## src/rtl/amld_pkg.sv

```systemverilog
// Shared types and constants for the alpha map layer decoder.
package amld_pkg;

    localparam int TEXEL_COUNT = 4096;
    localparam int POS_W       = $clog2(TEXEL_COUNT) + 1;
    localparam int IDX_W       = $clog2(TEXEL_COUNT);
    localparam int ROW_STRIDE  = 64;
    localparam int LAST_COL    = ROW_STRIDE - 1;
    localparam int EDGE_COL    = ROW_STRIDE - 2;
    localparam int EDGE_ROW    = 62;
    localparam int FIX_LIMIT   = 63 * ROW_STRIDE;
    localparam int MAX_RESULTS = 4;
    localparam int SLOT_W      = $clog2(MAX_RESULTS);
    localparam int CNT_W       = SLOT_W + 1;
    localparam int QUEUE_DEPTH = 2;
    localparam int QPTR_W      = $clog2(QUEUE_DEPTH);
    localparam int QCNT_W      = QPTR_W + 1;

    localparam logic [1:0] CFG_RLE_COMPRESSED  = 2'd0;
    localparam logic [1:0] CFG_EIGHT_BIT_ALPHA = 2'd1;
    localparam logic [1:0] CFG_SKIP_EDGE_FIX   = 2'd2;

    typedef enum logic [2:0] {
        PH_CODE = 3'b001,
        PH_FILL = 3'b010,
        PH_LIT  = 3'b100
    } phase_t;

    typedef struct packed {
        logic [IDX_W-1:0] idx;
        logic [7:0]       val;
        logic [6:0]       len;
    } result_t;

    typedef struct packed {
        logic [CNT_W-1:0]                count;
        result_t [MAX_RESULTS-1:0]       res;
    } bundle_t;

    typedef struct packed {
        logic [POS_W-1:0] position;
        phase_t           phase;
    } front_status_t;

endpackage

```

## src/rtl/amld_front.sv

```systemverilog
// Front end: holds configuration and parse state, turns each source byte into a result bundle.
module amld_front
    import amld_pkg::*;
(
    input  logic          clk,
    input  logic          rst_n,
    input  logic          cfg_wr_en,
    input  logic [1:0]    cfg_index,
    input  logic          cfg_wdata,
    input  logic          in_valid,
    input  logic [7:0]    src_byte,
    input  logic          last_byte,
    input  logic          q_full,
    output logic          in_stall,
    output logic          push,
    output bundle_t       push_data,
    output front_status_t status
);

    logic             rle_reg;
    logic             eight_reg;
    logic             skip_reg;
    phase_t           phase_reg;
    phase_t           phase_next;
    logic [6:0]       rr_reg;
    logic [6:0]       rr_next;
    logic [POS_W-1:0] pos_reg;
    logic [POS_W-1:0] pos_next;

    logic             accept;
    logic [POS_W-1:0] pos_p1;
    logic [POS_W-1:0] room;
    logic [6:0]       fill_len;
    result_t [MAX_RESULTS-1:0] cand;
    logic [MAX_RESULTS-1:0]    cand_v;
    logic [CNT_W-1:0]          cnt;

    function automatic logic fix_ok(input logic [POS_W-1:0] p);
        fix_ok = (p < POS_W'(FIX_LIMIT)) && (p[5:0] != 6'(LAST_COL));
    endfunction

    function automatic logic [6:0] fix_len(input logic [POS_W-1:0] p);
        fix_len = (p[5:0] == 6'(EDGE_COL)) ? 7'd2 : 7'd1;
    endfunction

    function automatic logic fix_row(input logic [POS_W-1:0] p);
        fix_row = (p[IDX_W-1:6] == 6'(EDGE_ROW));
    endfunction

    assign accept   = in_valid && !q_full;
    assign in_stall = q_full;
    assign pos_p1   = pos_reg + POS_W'(1);
    assign room     = POS_W'(TEXEL_COUNT) - pos_reg;
    assign fill_len = ({{(POS_W-7){1'b0}}, rr_reg} > room) ? room[6:0] : rr_reg;

    always_comb
    begin
        phase_next = phase_reg;
        rr_next    = rr_reg;
        pos_next   = pos_reg;
        cand       = '0;
        cand_v     = '0;
        if (pos_reg < POS_W'(TEXEL_COUNT))
        begin
            if (rle_reg)
            begin
                unique case (phase_reg)
                    PH_FILL:
                    begin
                        cand[0] = '{idx: pos_reg[IDX_W-1:0], val: src_byte, len: fill_len};
                        cand_v[0] = (fill_len != 7'd0);
                        pos_next = pos_reg + {{(POS_W-7){1'b0}}, fill_len};
                        rr_next = 7'd0;
                        phase_next = PH_CODE;
                    end
                    PH_LIT:
                    begin
                        cand[0] = '{idx: pos_reg[IDX_W-1:0], val: src_byte, len: 7'd1};
                        cand_v[0] = 1'b1;
                        pos_next = pos_p1;
                        rr_next = rr_reg - 7'd1;
                        if (rr_reg == 7'd1)
                        begin
                            phase_next = PH_CODE;
                        end
                    end
                    PH_CODE:
                    begin
                        rr_next = src_byte[6:0];
                        if (src_byte[7])
                        begin
                            phase_next = PH_FILL;
                        end
                        else if (src_byte[6:0] != 7'd0)
                        begin
                            phase_next = PH_LIT;
                        end
                        else
                        begin
                            phase_next = PH_CODE;
                        end
                    end
                    default:
                    begin
                        phase_next = PH_CODE;
                    end
                endcase
            end
            else if (eight_reg)
            begin
                cand[0] = '{idx: pos_reg[IDX_W-1:0], val: src_byte, len: 7'd1};
                cand_v[0] = 1'b1;
                pos_next = pos_p1;
            end
            else if (skip_reg)
            begin
                cand[0] = '{idx: pos_reg[IDX_W-1:0], val: {2{src_byte[3:0]}}, len: 7'd1};
                cand_v[0] = 1'b1;
                cand[2] = '{idx: pos_p1[IDX_W-1:0], val: {2{src_byte[7:4]}}, len: 7'd1};
                cand_v[2] = !pos_p1[POS_W-1];
                pos_next = pos_p1 + {{(POS_W-1){1'b0}}, !pos_p1[POS_W-1]};
            end
            else
            begin
                cand[0] = '{idx: pos_reg[IDX_W-1:0], val: {2{src_byte[3:0]}},
                            len: fix_len(pos_reg)};
                cand_v[0] = fix_ok(pos_reg);
                cand[1] = '{idx: pos_reg[IDX_W-1:0] + IDX_W'(ROW_STRIDE),
                            val: {2{src_byte[3:0]}}, len: fix_len(pos_reg)};
                cand_v[1] = fix_ok(pos_reg) && fix_row(pos_reg);
                cand[2] = '{idx: pos_p1[IDX_W-1:0], val: {2{src_byte[7:4]}},
                            len: fix_len(pos_p1)};
                cand_v[2] = fix_ok(pos_p1);
                cand[3] = '{idx: pos_p1[IDX_W-1:0] + IDX_W'(ROW_STRIDE),
                            val: {2{src_byte[7:4]}}, len: fix_len(pos_p1)};
                cand_v[3] = fix_ok(pos_p1) && fix_row(pos_p1);
                pos_next = pos_p1 + {{(POS_W-1){1'b0}}, !pos_p1[POS_W-1]};
            end
        end
        if (last_byte)
        begin
            phase_next = PH_CODE;
            rr_next    = 7'd0;
            pos_next   = '0;
        end
    end

    // Pack the valid candidates to the low slots, keeping their order.
    always_comb
    begin
        push_data = '0;
        cnt       = '0;
        for (int i = 0; i < MAX_RESULTS; i++)
        begin
            if (cand_v[i])
            begin
                push_data.res[cnt[SLOT_W-1:0]] = cand[i];
                cnt = cnt + CNT_W'(1);
            end
        end
        push_data.count = cnt;
    end

    assign push   = accept && (cnt != '0);
    assign status = '{position: pos_reg, phase: phase_reg};

    always_ff @(posedge clk or negedge rst_n)
    begin
        if (!rst_n)
        begin
            rle_reg   <= 1'b0;
            eight_reg <= 1'b0;
            skip_reg  <= 1'b0;
        end
        else if (cfg_wr_en)
        begin
            unique case (cfg_index)
                CFG_RLE_COMPRESSED:  rle_reg   <= cfg_wdata;
                CFG_EIGHT_BIT_ALPHA: eight_reg <= cfg_wdata;
                CFG_SKIP_EDGE_FIX:   skip_reg  <= cfg_wdata;
                default:             ;
            endcase
        end
    end

    always_ff @(posedge clk or negedge rst_n)
    begin
        if (!rst_n)
        begin
            phase_reg <= PH_CODE;
            rr_reg    <= 7'd0;
            pos_reg   <= '0;
        end
        else if (accept)
        begin
            phase_reg <= phase_next;
            rr_reg    <= rr_next;
            pos_reg   <= pos_next;
        end
    end

endmodule

```

## src/rtl/amld_queue.sv

```systemverilog
// Short bundle queue between the front end and the back end.
module amld_queue
    import amld_pkg::*;
(
    input  logic    clk,
    input  logic    rst_n,
    input  logic    push,
    input  bundle_t push_data,
    input  logic    pop,
    output bundle_t head,
    output logic    full,
    output logic    empty
);

    bundle_t             mem_reg [QUEUE_DEPTH];
    logic [QPTR_W-1:0]   wr_ptr_reg;
    logic [QPTR_W-1:0]   rd_ptr_reg;
    logic [QCNT_W-1:0]   count_reg;

    assign full  = (count_reg == QCNT_W'(QUEUE_DEPTH));
    assign empty = (count_reg == '0);
    assign head  = mem_reg[rd_ptr_reg];

    always_ff @(posedge clk)
    begin
        if (push)
        begin
            mem_reg[wr_ptr_reg] <= push_data;
        end
    end

    always_ff @(posedge clk or negedge rst_n)
    begin
        if (!rst_n)
        begin
            wr_ptr_reg <= '0;
            rd_ptr_reg <= '0;
            count_reg  <= '0;
        end
        else
        begin
            if (push)
            begin
                wr_ptr_reg <= (wr_ptr_reg == QPTR_W'(QUEUE_DEPTH - 1)) ? '0
                                                                     : wr_ptr_reg + QPTR_W'(1);
            end
            if (pop)
            begin
                rd_ptr_reg <= (rd_ptr_reg == QPTR_W'(QUEUE_DEPTH - 1)) ? '0
                                                                     : rd_ptr_reg + QPTR_W'(1);
            end
            if (push && !pop)
            begin
                count_reg <= count_reg + QCNT_W'(1);
            end
            else if (pop && !push)
            begin
                count_reg <= count_reg - QCNT_W'(1);
            end
        end
    end

endmodule

```

## src/rtl/amld_back.sv

```systemverilog
// Back end: walks each queued bundle and presents one texel write per cycle while out_stall is low.
module amld_back
    import amld_pkg::*;
(
    input  logic             clk,
    input  logic             rst_n,
    input  bundle_t          head,
    input  logic             q_empty,
    input  logic             out_stall,
    output logic             pop,
    output logic             out_valid,
    output logic [IDX_W-1:0] texel_index,
    output logic [7:0]       texel_value,
    output logic [6:0]       run_length,
    output logic             last_result
);

    logic [SLOT_W-1:0] sub_reg;
    logic              valid_reg;
    result_t           res_reg;
    logic              last_reg;
    logic              load;
    logic              is_last;
    result_t           cur;

    assign load    = !q_empty && (!valid_reg || !out_stall);
    assign cur     = head.res[sub_reg];
    assign is_last = ({1'b0, sub_reg} + CNT_W'(1)) == head.count;
    assign pop     = load && is_last;

    always_ff @(posedge clk or negedge rst_n)
    begin
        if (!rst_n)
        begin
            valid_reg <= 1'b0;
            sub_reg   <= '0;
        end
        else if (load)
        begin
            valid_reg <= 1'b1;
            sub_reg   <= is_last ? '0 : sub_reg + SLOT_W'(1);
        end
        else if (!out_stall)
        begin
            valid_reg <= 1'b0;
        end
    end

    always_ff @(posedge clk)
    begin
        if (load)
        begin
            res_reg  <= cur;
            last_reg <= is_last;
        end
    end

    assign out_valid   = valid_reg;
    assign texel_index = res_reg.idx;
    assign texel_value = res_reg.val;
    assign run_length  = res_reg.len;
    assign last_result = last_reg;

endmodule

```

## src/rtl/alpha_map_layer_decoder.sv

```systemverilog
// Top level of the alpha map layer decoder: front end, bundle queue and back end.
//
//  Channel | Direction | Handshake             | Payload
//  --------+-----------+-----------------------+-----------------------------------------------
//  input   | in        | in_valid / in_stall   | src_byte, last_byte
//  output  | out       | out_valid / out_stall | texel_index, texel_value, run_length, last_result
//  config  | in        | cfg_wr_en             | cfg_index, cfg_wdata
//
// While the queue is not full, the front end decodes one source byte per cycle into a
// bundle of up to four texel writes and pushes it into a two-entry queue; bytes with no
// write are not queued. The back end presents one write per cycle while out_stall is low.
// The queue lets the front end take new bytes while earlier bundles are still being written.
// Reset clears configuration, parse state, queue pointers and the output valid flag at once.
// in_stall is high only while the queue is full; a stalled output holds its register.
module alpha_map_layer_decoder
    import amld_pkg::*;
(
    input  logic             clk,
    input  logic             rst_n,
    input  logic             cfg_wr_en,
    input  logic [1:0]       cfg_index,
    input  logic             cfg_wdata,
    input  logic             in_valid,
    output logic             in_stall,
    input  logic [7:0]       src_byte,
    input  logic             last_byte,
    output logic             out_valid,
    input  logic             out_stall,
    output logic [IDX_W-1:0] texel_index,
    output logic [7:0]       texel_value,
    output logic [6:0]       run_length,
    output logic             last_result
);

    logic          q_push;
    logic          q_pop;
    logic          q_full;
    logic          q_empty;
    bundle_t       push_data;
    bundle_t       head;
    front_status_t front_status;

    // The front end owns configuration and all per-layer parse state.
    amld_front u_front (
        .clk       (clk),
        .rst_n     (rst_n),
        .cfg_wr_en (cfg_wr_en),
        .cfg_index (cfg_index),
        .cfg_wdata (cfg_wdata),
        .in_valid  (in_valid),
        .src_byte  (src_byte),
        .last_byte (last_byte),
        .q_full    (q_full),
        .in_stall  (in_stall),
        .push      (q_push),
        .push_data (push_data),
        .status    (front_status)
    );

    // Bytes that produce no texel write never enter the queue.
    amld_queue u_queue (
        .clk       (clk),
        .rst_n     (rst_n),
        .push      (q_push),
        .push_data (push_data),
        .pop       (q_pop),
        .head      (head),
        .full      (q_full),
        .empty     (q_empty)
    );

    // The back end pops a bundle once its final write has been loaded into the output register.
    amld_back u_back (
        .clk         (clk),
        .rst_n       (rst_n),
        .head        (head),
        .q_empty     (q_empty),
        .out_stall   (out_stall),
        .pop         (q_pop),
        .out_valid   (out_valid),
        .texel_index (texel_index),
        .texel_value (texel_value),
        .run_length  (run_length),
        .last_result (last_result)
    );

`ifndef NO_ASSERTIONS
    // A push must never land on a full queue.
    assert property (@(posedge clk) disable iff (!rst_n) q_push |-> !q_full)
        else $error("bundle pushed into a full queue");

    // A pop needs a bundle at the head.
    assert property (@(posedge clk) disable iff (!rst_n) q_pop |-> !q_empty)
        else $error("bundle popped from an empty queue");

    // Every write presented covers at least one texel.
    assert property (@(posedge clk) disable iff (!rst_n) out_valid |-> run_length != 7'd0)
        else $error("texel write with zero run length");

    // The final byte of a layer leaves the parser at the start of a fresh layer.
    assert property (@(posedge clk) disable iff (!rst_n)
        (in_valid && !in_stall && last_byte) |=>
            (front_status.position == '0) && (front_status.phase == PH_CODE))
        else $error("parse state not cleared after the final byte");
`endif

endmodule
```

## config.mk

```make
export PLATFORM = sky130hd
export DESIGN_NAME = alpha_map_layer_decoder
export DESIGN_NICKNAME = d
export VERILOG_FILES = /design/src/rtl/amld_pkg.sv /design/src/rtl/amld_front.sv /design/src/rtl/amld_queue.sv /design/src/rtl/amld_back.sv /design/src/rtl/alpha_map_layer_decoder.sv
export SDC_FILE = /design/constraint.sdc
export NUM_CORES = 1
export LEC_CHECK = 0
export ABC_AREA = 0
export BUFFER_PORTS_ARGS = -buffer_cell sky130_fd_sc_hd__buf_2
export CORE_MARGIN = 4
export CORE_UTILIZATION = 30
export DETAILED_ROUTE_END_ITERATION = 10
export GPL_TIMING_DRIVEN = 1
export PLACE_DENSITY_LB_ADDON = 0.2
export SLEW_MARGIN = 20
export SYNTH_ARGS = -nofsm -noshare
export SYNTH_HDL_FRONTEND = slang
export SYNTH_SLANG_ARGS = --single-unit
```

## constraint.sdc

```tcl
create_clock -name clk -period 9.71 [get_ports clk]
set_input_delay 1.942 -clock clk [delete_from_list [all_inputs] [get_ports clk]]
set_output_delay 1.942 -clock clk [all_outputs]
set_load 0.01 [all_outputs]
```

==> impl_metrics.json <==
{
  "fp.dieH_um": 210,
  "grt_max_degree": 72,
  "hpwl_um": 22900,
  "syn-instance-count": 1017,
  "antenna-diode-count": 0,
  "htreeDepth": 1,
  "fin_skew_ps": 28.2,
  "cts_setup_buffers": 0,
  "netlist_area_mm2": 0.0122,
  "dieArea_mm2": 0.0440,
  "drive_gt1_frac": 0.173,
  "cts_tree": "done",
  "path_class": "flop to flop",
  "synth.most_common_cell": "edfxtp_1",
  "wl_per_cell_um": 20.6,
  "post_cts_resize_count": 0,
  "synth.avg_cell_area_um2": 12.0,
  "rows": 73,
  "nNetsFinal": 1095,
  "antenna_found_initial": 0,
  "met1Wirelength_um": 15700,
  "outcome": "completed",
  "setup-tns-final_ps": 0,
  "holdWs_ps": 494,
  "rsz0062_at_grt": "false",
  "yosys.area.top_type": "edfxtp_1",
  "clk_pin_slew_ps": 70,
  "largest_reg_flops": 168,
  "yosysSeqAreaShare": 0.550,
  "crit_path_end_kind": "flop",
  "drt_iter0_markers": 582,
  "cp-start-kind": "flop",
  "holdBufCountCts": 0,
  "pin_count": 47,
  "period_share": 0.684,
  "yosys-top-cells-count": "196 x edfxtp_1, 120 x nand2_1, 57 x nor2_1",
  "synth_edf_count": 196,
  "maxSlewHeadroom": 0.328,
  "required_ps": 9880,
  "viasPerCell": 5.21,
  "cpLargestDelayFamily": "simple AND/OR/NAND/NOR gates",
  "area_growth_pct": 13.1,
  "maxCapViolCount": 0,
  "ys_types": 80,
  "wl_met3_um": 1440,
  "vias": 8266,
  "max_freq_mhz": 151,
  "period_needed_ps": 6640,
  "synth_area_leaders": "edfxtp_1 48%, mux4_2 7.4%, dfrtp_1 6.6%",
  "port_buffers": 46,
  "max-clock-path-buffers": 3,
  "synth_ff_type": "edfxtp_1",
  "top_layer": "met4",
  "p_leak_uw": 0.00483,
  "routabilityCongestion": 0.864,
  "drt-pass1-iter-count": 5,
  "wirelength_um": 32600,
  "max_stage_delay_ps": 830,
  "ant_nets": 0,
  "grt_pass1_wl_um": 50400,
  "min_path_type": "flop to flop",
  "yosysWarnings": 0,
  "setup_violations": 0,
  "cp_max_fo": 71,
  "synth_top_area_frac": 0.482,
  "gr-total-overflow": 0,
  "grtUsageTotal": 0.145,
  "initial_core_util": 0.305,
  "synth_fp_nets": 1070,
  "finalHoldViolations": 0,
  "chipWidth_um": 210,
  "synth_seq_cells": 229,
  "ir_drop_mv": 0.136,
  "cts_root_buffer": "clkbuf_16",
  "timing.critical_path.buf_inv": 5,
  "drc_errors": 0,
  "cts.sinks": 229,
  "wl_met2_um": 14500,
  "powerDensity_mw_per_mm2": 311,
  "slew_violations": 0,
  "worstPathArrival_ps": 6810,
  "synthArstFlopShare": 0.144,
  "path_cells": "inv_1 -> ha_1 -> inv_1 -> or3_1 -> xnor2_1 -> inv_1 -> ha_1 -> nand4_1 -> o21ai_0 -> o221ai_1 -> nor4_4 -> mux2i_1 -> nand2_2 -> ha_1 -> inv_1 -> nor3_4 -> nand4b_1 -> nand3_1 -> nor2_4 -> buf_4",
  "coreArea_mm2": 0.0400,
  "worst_pin_slew_ps": 1000,
  "first_global_vias": 8202,
  "crit_path_frequent_cell": "inv_1",
  "clock_latency_ps": 560,
  "numCtsBuffers": 27,
  "cpMaxStageDelayCell": "buf_4"
}
-- worst register-to-register path: stages, from the launching register on --
cell      delay (ps)
dfrtp_1          680
inv_1            300
ha_1             300
inv_1            120
or3_1            330
xnor2_1          210
inv_1             80
ha_1             280
nand4_1          110
o21ai_0          180
o221ai_1         170
nor4_4           480
mux2i_1          310
nand2_2          210
ha_1             490
inv_1            200
nor3_4           110
nand4b_1         170
nand3_1          210
nor2_4           400
buf_4            840
-- metal layers --
layer	GRT usage	up-vias
met4	0.0450	0
li1	-	3894
met3	0.0190	57
met1	0.215	4108
met5	0	-
met2	0.222	207
-- cell type report --
class,count,area [um^2]
multi-input combinational,690,5120
inverter,37,139
clock buffer,30,717
fill,3960,26200
sequential,229,6720
clock inverter,18,146
timing repair buffer,57,313
tap,525,657
-- kinds of logic (layout without fill, tap and decap cells) --
group | Yosys count | after routing | share of synthesized area
and+or+nand+nor | 341 | 341 | 0.140
DFF | 229 | 229 | 0.550
AOI/OAI and AO/OA | 205 | 205 | 0.114
buffers and inverters | 98 | 142 | 0.0324
muxes | 65 | 65 | 0.0953
xor gates and xnor gates | 43 | 43 | 0.0308
adders and majority gates | 36 | 36 | 0.0375
-- layout by cell type (no fill, tap or decap), types with 14 or more instances in the layout --
cell type  instances
or3_1             20
buf_2             46
xnor2_1           29
dfrtp_1           30
o211ai_1          14
mux4_2            40
edfxtp_1         196
ha_1              35
mux2i_1           15
nand2_1          120
xor2_1            14
nand3_1           31
clkbuf_16         27
inv_1             35
nor2_1            56
nor3_1            21
a21oi_1           26
o21ai_0           52
nor2b_1           21
-- worst paths after layout --
kind | start | end | slack [ps] | cells after the start
hold / removal | u_queue.count_reg[1]$_DFFE_PN0P_ | u_queue.count_reg[1]$_DFFE_PN0P_ | 490 | 1
max in group asynchronous | rst_n | u_queue.rd_ptr_reg$_DFFE_PN0P_ | 7450 | 1
setup / recovery | u_front.pos_reg[0]$_DFFE_PN0P_ | u_queue.mem_reg[0][6]$_DFFE_PP_ | 3070 | 20
setup reg to reg | u_front.pos_reg[0]$_DFFE_PN0P_ | u_queue.mem_reg[0][6]$_DFFE_PP_ | 3070 | 20
hold reg to reg | u_queue.count_reg[1]$_DFFE_PN0P_ | u_queue.count_reg[1]$_DFFE_PN0P_ | 490 | 1
min in group asynchronous | rst_n | u_front.phase_reg[1]$_DFFE_PN0P_ | 1530 | 1
-- report_power, final --
part / internal [uW] / switching [uW]
clock: 562 / 418
sequential: 1390 / 198
combinational: 677 / 1050
-- metrics by stage --
stage / util / cell area, um^2 / worst slack (ps) / cells / total power, uW
3_3_place_gp: 0.324 / 12900 / 3320 / 1538 / 3350
3_5_place_dp: 0.324 / 12900 / 3180 / 1538 / 3350
6_report: 0.345 / 13800 / 3070 / 1586 / 4290
4_1_cts: 0.345 / 13800 / 3130 / 1586 / 4340
5_1_grt: 0.345 / 13800 / 2620 / 1586 / 4580
2_1_floorplan: - / 12200 / 1380 / 1017 / 2860
Note: power is estimated with default switching activity, not from simulation.
